===== config.mk =====
export PLATFORM = sky130hd
export DESIGN_NAME = animated_value_slew_smoother
export DESIGN_NICKNAME = d
export VERILOG_FILES = /design/src/avss_pkg.sv /design/src/avss_ctrl.sv /design/src/avss_dp.sv /design/src/animated_value_slew_smoother.sv
export SDC_FILE = /design/constraint.sdc
export NUM_CORES = 2
export LEC_CHECK = 0
export BUFFER_PORTS_ARGS = -buffer_cell sky130_fd_sc_hd__buf_2
export CAP_MARGIN = 20
export CORE_ASPECT_RATIO = 0.5
export CORE_MARGIN = 4
export CORE_UTILIZATION = 47
export DETAILED_ROUTE_END_ITERATION = 10
export PLACE_DENSITY_LB_ADDON = 0.2
export SETUP_SLACK_MARGIN = 0.4
export SYNTH_ARGS = -nofsm -noshare
export SYNTH_HDL_FRONTEND = slang
export SYNTH_SLANG_ARGS = --single-unit

===== constraint.sdc =====
create_clock -name clk -period 24.7 [get_ports clk]
set_clock_uncertainty 0.15 [all_clocks]
set_input_delay 2.47 -clock clk [delete_from_list [all_inputs] [get_ports clk]]
set_output_delay 2.47 -clock clk [all_outputs]
set_load 0.01 [all_outputs]

===== src/avss_pkg.sv =====
// Shared types and constants for the animated value slew smoother.
// Depends on nothing; imported by every module of the block.
`default_nettype none

package avss_pkg;

  // Field widths
  localparam int VAL_W = 32;  // signed Q16.16 values
  localparam int DT_W  = 24;  // unsigned Q8.16 time
  localparam int CH_W  = 6;   // channel field
  localparam int K_W   = 40;  // move factor (eff * dt) >> 16
  localparam int MV_W  = 34;  // capped smooth move

  localparam int CHANNELS_DEF = 64;

  // 0.11 in Q16.16, rounded
  localparam logic [VAL_W-1:0] SNAP_Q16 = 32'd7209;

  // Smooth move cap; anything this large saturates the result anyway
  localparam logic [63:0] MV_CAP = 64'h0000_0002_0000_0000;

  // Animation modes
  localparam logic FUNC_LINEAR = 1'b0;
  localparam logic FUNC_SMOOTH = 1'b1;

  // Controller to datapath commands
  typedef struct packed {
    logic load;    // capture accepted item, read table
    logic mul_k;   // k = eff * dt
    logic mul_lo;  // mag * k[23:0]
    logic mul_hi;  // mag * k[39:24]
    logic acc;     // combine partial products, cap the move
    logic fin;     // write back, load result register
  } cmd_t;

  // Datapath to controller status
  typedef struct packed {
    logic func;
  } sts_t;

endpackage

`default_nettype wire


===== src/avss_ctrl.sv =====
// Controller state machine for the slew smoother.
// Depends on avss_pkg; drives commands into avss_dp.
`default_nettype none

module avss_ctrl (
  input  wire logic          clk,
  input  wire logic          rst_n,
  input  wire logic          in_valid,
  output logic               in_ready,
  output logic               out_valid,
  input  wire logic          out_ready,
  input  wire avss_pkg::sts_t sts,
  output avss_pkg::cmd_t     cmd
);
  import avss_pkg::*;

  localparam logic [2:0] S_IDLE = 3'd0;
  localparam logic [2:0] S_K    = 3'd1;
  localparam logic [2:0] S_LO   = 3'd2;
  localparam logic [2:0] S_HI   = 3'd3;
  localparam logic [2:0] S_ACC  = 3'd4;
  localparam logic [2:0] S_FIN  = 3'd5;

  logic [2:0] state_r, state_nxt;
  logic       out_valid_r, out_valid_nxt;
  logic       out_free;

  assign out_free = !out_valid_r || out_ready;
  assign in_ready = (state_r == S_IDLE);
  assign out_valid = out_valid_r;

  always_comb begin
    state_nxt = state_r;
    cmd       = '0;
    unique case (state_r)
      S_IDLE: begin
        if (in_valid) begin
          cmd.load  = 1'b1;
          state_nxt = S_K;
        end
      end
      S_K: begin
        cmd.mul_k = 1'b1;
        state_nxt = (sts.func == FUNC_SMOOTH) ? S_LO : S_FIN;
      end
      S_LO: begin
        cmd.mul_lo = 1'b1;
        state_nxt  = S_HI;
      end
      S_HI: begin
        cmd.mul_hi = 1'b1;
        state_nxt  = S_ACC;
      end
      S_ACC: begin
        cmd.acc   = 1'b1;
        state_nxt = S_FIN;
      end
      S_FIN: begin
        // hold until the result register can take the item
        if (out_free) begin
          cmd.fin   = 1'b1;
          state_nxt = S_IDLE;
        end
      end
      default: state_nxt = S_IDLE;
    endcase
  end

  always_comb begin
    out_valid_nxt = out_valid_r;
    if (cmd.fin) begin
      out_valid_nxt = 1'b1;
    end else if (out_ready) begin
      out_valid_nxt = 1'b0;
    end
  end

  always_ff @(posedge clk) begin
    if (!rst_n) begin
      state_r     <= S_IDLE;
      out_valid_r <= 1'b0;
    end else begin
      state_r     <= state_nxt;
      out_valid_r <= out_valid_nxt;
    end
  end

endmodule

`default_nettype wire


===== src/avss_dp.sv =====
// Datapath: value table, shared 32x24 multiplier, move and saturation logic.
// Depends on avss_pkg; sequenced by avss_ctrl.
`default_nettype none

module avss_dp #(
  parameter int CHANNELS = avss_pkg::CHANNELS_DEF
) (
  input  wire logic                              clk,
  input  wire logic                              rst_n,
  input  wire avss_pkg::cmd_t                    cmd,
  output avss_pkg::sts_t                         sts,
  input  wire logic                              cfg_wr_en,
  input  wire logic signed [avss_pkg::VAL_W-1:0] cfg_wr_data,
  input  wire logic                              in_func,
  input  wire logic        [avss_pkg::CH_W-1:0]  in_channel,
  input  wire logic signed [avss_pkg::VAL_W-1:0] in_goal,
  input  wire logic signed [avss_pkg::VAL_W-1:0] in_speed,
  input  wire logic        [avss_pkg::DT_W-1:0]  in_delta_time,
  output logic signed      [avss_pkg::VAL_W-1:0] out_new_value
);
  import avss_pkg::*;

  // Only 2^CH_W channels can ever be addressed
  localparam int DEPTH = (CHANNELS < (1 << CH_W)) ? CHANNELS : (1 << CH_W);
  localparam int IDX_W = (DEPTH > 1) ? $clog2(DEPTH) : 1;

  logic signed [VAL_W-1:0] spd_ofs_r;

  logic signed [VAL_W-1:0] mem [DEPTH];
  logic [DEPTH-1:0]        vld_r;
  logic signed [VAL_W-1:0] rd_r;
  logic                    rd_vld_r;

  logic [IDX_W-1:0]        idx_r;
  logic                    func_r;
  logic signed [VAL_W-1:0] goal_r;
  logic [VAL_W-1:0]        eff_r;
  logic [DT_W-1:0]         dt_r;
  logic [K_W-1:0]          k_r;
  logic [VAL_W-1:0]        mag_r;
  logic                    neg_r;
  logic [VAL_W+DT_W-1:0]   p_lo_r;
  logic [VAL_W+16-1:0]     p_hi_r;
  logic [MV_W-1:0]         mv_r;
  logic signed [VAL_W-1:0] out_r;

  logic [CH_W-1:0]         rem;
  logic [IDX_W-1:0]        idx;
  logic signed [VAL_W:0]   eff_sum;
  logic [VAL_W-1:0]        eff_nxt;
  logic signed [VAL_W-1:0] cur;
  logic signed [VAL_W:0]   diff;
  logic signed [VAL_W:0]   diff_abs;
  logic [VAL_W-1:0]        mul_a;
  logic [DT_W-1:0]         mul_b;
  logic [VAL_W+DT_W-1:0]   mul_p;
  logic [71:0]             sum;
  logic [55:0]             q;
  logic signed [35:0]      sm;
  logic signed [VAL_W-1:0] res;

  // channel modulo CHANNELS by conditional subtraction
  always_comb begin
    rem = in_channel;
    for (int j = CH_W - 1; j >= 0; j--) begin
      if ((CHANNELS << j) < (1 << CH_W)) begin
        if (rem >= CH_W'(CHANNELS << j)) begin
          rem = rem - CH_W'(CHANNELS << j);
        end
      end
    end
  end
  assign idx = rem[IDX_W-1:0];

  // effective speed, clamped at zero
  assign eff_sum = (VAL_W+1)'(in_speed) + (VAL_W+1)'(spd_ofs_r);
  assign eff_nxt = eff_sum[VAL_W] ? '0 : eff_sum[VAL_W-1:0];

  // never-written entries read as zero
  assign cur      = rd_vld_r ? rd_r : '0;
  assign diff     = (VAL_W+1)'(goal_r) - (VAL_W+1)'(cur);
  assign diff_abs = diff[VAL_W] ? -diff : diff;

  // shared multiplier
  always_comb begin
    priority if (cmd.mul_k) begin
      mul_a = eff_r;
      mul_b = dt_r;
    end else if (cmd.mul_hi) begin
      mul_a = mag_r;
      mul_b = {{(DT_W-(K_W-DT_W)){1'b0}}, k_r[K_W-1:DT_W]};
    end else begin
      mul_a = mag_r;
      mul_b = k_r[DT_W-1:0];
    end
  end
  assign mul_p = (VAL_W+DT_W)'(mul_a) * (VAL_W+DT_W)'(mul_b);

  // combine partial products, drop 16 fraction bits
  assign sum = {16'b0, p_lo_r} + {p_hi_r, 24'b0};
  assign q   = sum[71:16];

  // result select
  always_comb begin
    sm = neg_r ? (36'(cur) - $signed({2'b00, mv_r}))
               : (36'(cur) + $signed({2'b00, mv_r}));
    if (func_r == FUNC_LINEAR) begin
      if ({{(K_W-VAL_W){1'b0}}, mag_r} <= k_r) begin
        res = goal_r;  // would reach or pass the goal: snap
      end else if (neg_r) begin
        res = cur - $signed(k_r[VAL_W-1:0]);
      end else begin
        res = cur + $signed(k_r[VAL_W-1:0]);
      end
    end else begin
      if (mag_r <= SNAP_Q16) begin
        res = goal_r;
      end else if (sm[35:31] != {5{sm[35]}}) begin
        res = sm[35] ? {1'b1, {(VAL_W-1){1'b0}}} : {1'b0, {(VAL_W-1){1'b1}}};
      end else begin
        res = sm[VAL_W-1:0];
      end
    end
  end

  always_ff @(posedge clk) begin
    if (!rst_n) begin
      spd_ofs_r <= '0;
      vld_r     <= '0;
    end else begin
      if (cfg_wr_en) begin
        spd_ofs_r <= cfg_wr_data;
      end
      if (cmd.fin) begin
        vld_r[idx_r] <= 1'b1;
      end
    end
  end

  always_ff @(posedge clk) begin
    if (cmd.load) begin
      rd_r     <= mem[idx];
      rd_vld_r <= vld_r[idx];
      idx_r    <= idx;
      func_r   <= in_func;
      goal_r   <= in_goal;
      eff_r    <= eff_nxt;
      dt_r     <= in_delta_time;
    end
    if (cmd.mul_k) begin
      k_r   <= mul_p[VAL_W+DT_W-1:16];
      mag_r <= diff_abs[VAL_W-1:0];
      neg_r <= diff[VAL_W];
    end
    if (cmd.mul_lo) begin
      p_lo_r <= mul_p;
    end
    if (cmd.mul_hi) begin
      p_hi_r <= mul_p[VAL_W+16-1:0];
    end
    if (cmd.acc) begin
      mv_r <= (q > 56'(MV_CAP)) ? MV_W'(MV_CAP) : q[MV_W-1:0];
    end
    if (cmd.fin) begin
      mem[idx_r] <= res;
      out_r      <= res;
    end
  end

  assign sts.func      = func_r;
  assign out_new_value = out_r;

endmodule

`default_nettype wire


===== src/animated_value_slew_smoother.sv =====
// Top level of the animated value slew smoother.
// Depends on avss_pkg, avss_ctrl and avss_dp.
//
// Usage:
//   Input channel (in_valid/in_ready): one item names a channel, a goal, a
//   speed, an elapsed time and a mode (in_func: linear ramp or smooth approach).
//   The block reads that channel's value, moves it toward the goal, writes it
//   back and returns the new value as one item on the result channel
//   (out_valid/out_ready).
//   Configuration: cfg_wr_en with cfg_wr_data writes the speed offset;
//   write it only while the block is idle.
//   Steps: a linear item goes through load, move factor and write-back; a
//   smooth item also forms the low and high partial products and combines
//   them before write-back. The next item is taken in the cycle after the
//   result register loads. The steps follow from the single shared 32x24
//   multiplier: once for the move factor, twice more (low and high halves)
//   for the smooth move product, then a step to combine the partial products.
//   One item is in work at a time; a finished result waits in the output
//   register while the next item is accepted and processed.
//   Receiver stall: a finished item is held in the final step until the output
//   register frees up; nothing is dropped.
//   Reset (rst_n low, synchronous): all channel values read as zero, the speed
//   offset returns to zero, no result is pending and the block is ready at once.
`default_nettype none

module animated_value_slew_smoother #(
  parameter int CHANNELS = avss_pkg::CHANNELS_DEF
) (
  input  wire logic                              clk,
  input  wire logic                              rst_n,
  // configuration
  input  wire logic                              cfg_wr_en,
  input  wire logic signed [avss_pkg::VAL_W-1:0] cfg_wr_data,
  // input items
  input  wire logic                              in_valid,
  output logic                                   in_ready,
  input  wire logic                              in_func,
  input  wire logic        [avss_pkg::CH_W-1:0]  in_channel,
  input  wire logic signed [avss_pkg::VAL_W-1:0] in_goal,
  input  wire logic signed [avss_pkg::VAL_W-1:0] in_speed,
  input  wire logic        [avss_pkg::DT_W-1:0]  in_delta_time,
  // result items
  output logic                                   out_valid,
  input  wire logic                              out_ready,
  output logic signed      [avss_pkg::VAL_W-1:0] out_new_value
);
  import avss_pkg::*;

  cmd_t cmd;
  sts_t sts;

  // sequence each item through load, multiply steps and write-back
  avss_ctrl u_ctrl (
    .clk       (clk),
    .rst_n     (rst_n),
    .in_valid  (in_valid),
    .in_ready  (in_ready),
    .out_valid (out_valid),
    .out_ready (out_ready),
    .sts       (sts),
    .cmd       (cmd)
  );

  // table, multiplier and result register
  avss_dp #(
    .CHANNELS (CHANNELS)
  ) u_dp (
    .clk           (clk),
    .rst_n         (rst_n),
    .cmd           (cmd),
    .sts           (sts),
    .cfg_wr_en     (cfg_wr_en),
    .cfg_wr_data   (cfg_wr_data),
    .in_func       (in_func),
    .in_channel    (in_channel),
    .in_goal       (in_goal),
    .in_speed      (in_speed),
    .in_delta_time (in_delta_time),
    .out_new_value (out_new_value)
  );

endmodule

`default_nettype wire


Word-level counts from Yosys, hierarchy flattened

Memories as Yosys holds them, arrays and structs flattened. A register that Yosys moved wholly into a read port is not among the register bits.
Index checks and enable logic that the tools add are counted.

Add/sub/neg operators: 8
$mul: 1
Order comparisons: 6
Eq/ne operators: 8
Muxes and demuxes: 32
Bitwise logic cells: 1
Reductions and logical operators: 6

Operators by type and width:

| cell                                                                               | count |
|---|---|
| 32-bit two-way mux                                                                 | 9 |
| 56-bit by 72-bit adder with 72-bit output                                          | 1 |
| 64-bit bitwise OR                                                                  | 1 |
| 56-bit by 34-bit greater-than comparator with 1-bit output (second input constant) | 1 |
| 32-bit by 24-bit multiplier with 56-bit output                                     | 1 |
| 24-bit two-way mux                                                                 | 2 |
| 32-bit by 40-bit <= comparator with 1-bit output                                   | 1 |
| 32-bit by 35-bit adder with 36-bit output                                          | 1 |
| 36-bit two-way mux                                                                 | 1 |
| 32-bit by 35-bit subtractor with 36-bit output                                     | 1 |
| 32-bit by 32-bit adder with 33-bit output                                          | 1 |
| 32-bit by 32-bit subtractor with 33-bit output                                     | 1 |
| 32-bit adder                                                                       | 1 |
| 32-bit by 13-bit <= comparator with 1-bit output (second input constant)           | 1 |
| 32-bit negation                                                                    | 1 |
| 32-bit subtractor                                                                  | 1 |
| 3-bit one-hot mux with 6 select lines                                              | 1 |
| 6-bit by 7-bit < comparator with 1-bit output (second input constant)              | 2 |
| 1-bit two-way mux                                                                  | 14 |
| 3-bit two-way mux                                                                  | 3 |
| 1-bit binary-select mux with 6-bit select                                          | 1 |
| 1-bit demux with 6-bit select                                                      | 1 |
| 3-bit by 2-bit equality test with 1-bit output (second input constant)             | 2 |
| 3-bit equality test (second input constant)                                        | 2 |
| other kinds (11)                                                                   | 11 |

Bits in registers: 439
Bits in writable memories: 2048
Input bits: 132
Output and inout port bits: 34
Memories kept: 1

Memories:

| memory   | words | width | read ports | clocked after Yosys merged registers in | write ports | RTL line      | RTL |
|---|---|---|---|---|---|---|---|
| u_dp.mem | 64    | 32    | 1          | 1                                       | 1           | avss_dp.sv:29 | `logic signed [VAL_W-1:0] mem [DEPTH];` |

Logic depth before layout (Yosys ltp)

Depth in word-level cells: 7
Mapped depth: 35

Hierarchy

A second synthesis with hierarchy kept.

Cells, all modules: 8664
Area, all modules: 130772.9 um2

Modules (own cells, without submodules):

| module    | times used | cells an instance | area an instance (um2) | sequential area each (um2) |
|---|---|---|---|---|
| avss_dp   | 1          | 8631              | 130521.4               | 74081.0 |
| avss_ctrl | 1          | 33                | 251.5                  | 80.1 |

Least setup slack after synthesis

Ideal clock, no wire load.

Kind: reg2reg
Start point: register u_ctrl.state_r[2]
End point: register u_dp.k_r[39] (data pin)
Setup time: 0.264 ns
Arrival time: 10.450 ns
Required time: 24.286 ns
Setup slack: 13.836 ns
Cell stages (with the launch flop): 32
Path buffers: 3
Cells stage by stage: dfxtp_1 > clkbuf_1 > nand2b_1 > nor2_1 > clkbuf_1 > buf_1 > mux2i_1 > nor2_1 > fa_1 > fa_1 > inv_1 > fa_1 > fa_1 > inv_1 > fa_1 > fa_1 > inv_1 > fa_1 > inv_1 > ha_1 > and3_1 > and3_1 > a21oi_1 > o21ai_0 > o2bb2ai_1 > o21ai_0 > a21oi_1 > a311o_1 > a31o_2 > a2111oi_0 > o21bai_1 > xnor2_1

Cells in the longest elaborated chain, start to end: 5
Elaborated cells between the ends (all ways): 8
Those cells by class: mul: 1; eq/ne: 2; mux: 5

Ends and longest elaborated chain:

| element                                          | RTL line        | RTL |
|---|---|---|
| from (decl)                                      | avss_ctrl.sv:24 | `logic [2:0] state_r, state_nxt;` |
| from (signal assigned)                           | avss_ctrl.sv:83 | `state_r <= state_nxt;` |
| 3-bit by 2-bit equality test with 1-bit output   | avss_ctrl.sv:35 | `unique case (state_r)` |
| 1-bit two-way mux                                | avss_ctrl.sv:35 |  |
| 24-bit two-way mux                               | avss_dp.sv:89   | `end else if (cmd.mul_hi) begin` |
| 24-bit two-way mux                               | avss_dp.sv:86   | `priority if (cmd.mul_k) begin` |
| 32-bit by 24-bit multiplier with 56-bit output * | avss_dp.sv:97   | `assign mul_p = (VAL_W+DT_W)'(mul_a) * (VAL_W+DT_W)'(mul_b);` |
| net u_dp.mul_p[55]                               | avss_dp.sv:56   | `logic [VAL_W+DT_W-1:0] mul_p;` |
| to (signal assigned)                             | avss_dp.sv:151  | `k_r <= mul_p[VAL_W+DT_W-1:16];` |
| to (decl)                                        | avss_dp.sv:39   | `logic [K_W-1:0] k_r;` |

Mark *: on every way through the listed nets, which the timed path passes. The rest lies on a longest branch.
A chain may end at the register's enable or synchronous reset.

Final worst setup path

Same ends and word-level chain as after synthesis.

==> impl_metrics.ini <==
[outcome]
status = finished clean

[routing]
viasPerCell = 6.031
drt_first_pass_iters = 5
drt-initial-drc-count = 8196
drtAntennaViolNets = 0
routed-wl-met2_um = 175600
top_layer = met5
routed-wl-met3_um = 30450
vias = 76457
routedWlPerCell_um = 29.40
drcViolationCount = 0
wirelength_um = 372700
m1WireLength_um = 152600

[die]
rows = 136
die-area_mm2 = 0.2865
dieWidth_um = 753.0
start_util_pct = 47.34
fp.dieH_um = 380.5
core_mm2 = 0.2755
io_pins = 166

[setup_path]
arrival_ns = 11.64
cpMostUsedCell = fa_1
max_stage_delay_ns = 0.84
path_max_fanout = 66
critPathSlowestCell = buf_4
crit_path_start_kind = flop
crit_type = flop to flop
endpoint_kind = flop
worst_ep_required_time_ns = 25.08

[timing]
fmax_ghz = 0.08884
whs_ns = 0.3108
relSlewSlack_pct = 17.57
rsz0062_at_grt = false
setup_violations = 0
hold_viol = 0
finalCritPeriodShare_pct = 45.57
setup-tns-final_ns = 0
drv_slew = 0
finalCriticalPeriod_ns = 11.26
tightestPinTransition_ns = 1.229

[clocking]
clk_path_buf_depth = 4
hold_buffers = 0
root_buffer = clkbuf_16
cts.clk_slew.worst_paths_ns = 0.07
htreeDepth = 4
ctsResizeCount = 0
cts_tree = yes
clkLatencyLatePin_ns = 0.88
cts_sinks = 2503
cts_buffers = 223
post_cts_buffers = 0

[layout]
n_fill_cell = 22541
layout_commonest_cell = edfxtp_1
nets = 10008
regArea_mm2 = 0.07416
layout_common_cells = edfxtp_1 (2,403), inv_1 (857), mux4_2 (684)
final_layout_size_suffix_gt1_share_pct = 17.87
syn2layout_area_growth_pct = 10.36
stdcell_area_mm2 = 0.1439
multi_input_area_mm2 = 0.05250
fin_cells = 12678

[logic_synthesis]
synth_nets = 9794
ys_ff_latch = 2503
ys_types = 94
syn_area_mm2 = 0.1304
synth-edff-count = 2403
async_reset_ff_share_pct = 0
synth.avg_cell_area_um2 = 15.13
syn_inst = 8620
yosys.area.top_type_share_pct = 55.33
synth_warnings = 0
synth_ff_type = edfxtp_1
synth.area.top_cells = edfxtp_1 (55%), mux4_2 (12%), fa_1 (10%)
synth_top_area_cell = edfxtp_1
seq_area_frac_synth_pct = 56.87

[run]
cap_violations = 0

[global_route]
grt_util_all_layers_pct = 25.74
antenna_found_initial = 20
grt_max_degree = 108
grt_first_pass_wirelength_um = 539400
gr-total-overflow = 0
grt_pass1_vias = 76720

[placement]
gp_congestion = 0.9301
dp_cells = 12264
place_area_mm2 = 0.1369
port_buffers = 165
place_hpwl_um = 244000

[worst_hold_path]
min_path_type = flop to flop
synthesized netlist by cell type (15+ instances only):
master,instances
mux2_2,49
o22ai_1,15
nor2_1,715
ha_1,379
and3_1,34
nand2b_1,43
xnor2_1,201
o21ai_0,149
o21bai_1,35
mux2i_1,120
a211oi_1,29
inv_1,857
nor2b_1,82
or3_1,20
and2_1,27
o21a_1,109
buf_1,65
fa_1,663
a31oi_1,40
edfxtp_1,2403
nor4_1,28
nor3_1,54
o21ai_1,18
o211ai_1,15
clkbuf_1,319
o31ai_1,15
mux4_2,684
a21o_1,126
nand3_1,68
dfxtp_1,100
a21oi_1,261
xor2_1,73
or2_2,19
nand2_1,574
nand4_1,38
per-stage QoR:
stage	util [%]	worst slack, ns
final	52.24	13.44
after global routing	52.24	12.68
after CTS	52.23	13.42
after detailed placement	49.71	13.43
after global placement	49.70	13.50
after floorplan	-	13.84
state kept, by name, indices dropped and copies added (netlist names), 3 cells and up:
register,count
u_ctrl.state_r,3
u_dp.dt_r,24
u_dp.eff_r,32
u_dp.goal_r,32
u_dp.idx_r,6
u_dp.k_r,40
u_dp.mag_r,32
u_dp.mem,2048
u_dp.mv_r,34
u_dp.out_new_value,32
u_dp.p_hi_r,48
u_dp.p_lo_r,40
u_dp.rd_r,32
u_dp.spd_ofs_r,32
u_dp.vld_r,64
logic make-up (layout without fill, tap and decap cells):
logic type,after synthesis,count (layout),synth area share [%]
flip-flops,2503,2503,56.87
AND/OR/NAND/NOR,1769,1769,6.020
buffers and inverters,1250,1645,3.615
adder cells (fa/ha/maj),1042,1042,13.81
AO/OA/AOI/OAI,927,927,4.660
multiplexers,854,854,13.17
XOR/XNOR,275,275,1.853
other,0,6,0
layout make-up:
type                       instances  area share, %
sequential                      2503          51.53
multi-input combinational       4867          36.48
clock buffer                     272          4.119
tap                             3657          3.179
inverter                         858          2.238
timing repair buffer             381          1.739
clock inverter                   134         0.7137
antenna                            6        0.01043
layer usage:
| layer | global-route usage, % | vias up |
|---|---|---|
| met1 | 36.56 | 40316 |
| met2 | 41.01 | 3361 |
| met4 | 8.354 | 6 |
| met5 | 0 | - |
| li1 | - | 32104 |
| met3 | 4.085 | 670 |
path summary, 6_finish.rpt:
kind	from	endpoint	slack (ns)	cells past startpoint
worst min-delay path	u_dp.vld_r[63]$_SDFFE_PN0P_	u_dp.vld_r[63]$_SDFFE_PN0P_	0.31	1
worst min register to register	u_dp.vld_r[63]$_SDFFE_PN0P_	u_dp.vld_r[63]$_SDFFE_PN0P_	0.31	1
worst max register to register	u_ctrl.state_r[2]$_SDFFE_PN0P_	u_dp.k_r[39]$_DFFE_PN_	13.44	32
worst max-delay path	u_ctrl.state_r[2]$_SDFFE_PN0P_	u_dp.k_r[39]$_DFFE_PN_	13.44	32
worst max-delay path, delay by kind of cell, from the launching register on:
| family | cells | cell delay (ns) |
|---|---|---|
| flip-flops | 1 | 0.39 |
| buffers and inverters | 8 | 2.42 |
| XOR/XNOR | 1 | 0.15 |
| adder cells (fa/ha/maj) | 8 | 3.94 |
| multiplexers | 1 | 0.26 |
| AND/OR/NAND/NOR | 3 | 0.96 |
| AO/OA/AOI/OAI | 11 | 2.65 |
Power is left out: the tool's default activity adds up to more than one toggle a clock period on the data nets, which glitch-free logic cannot reach.
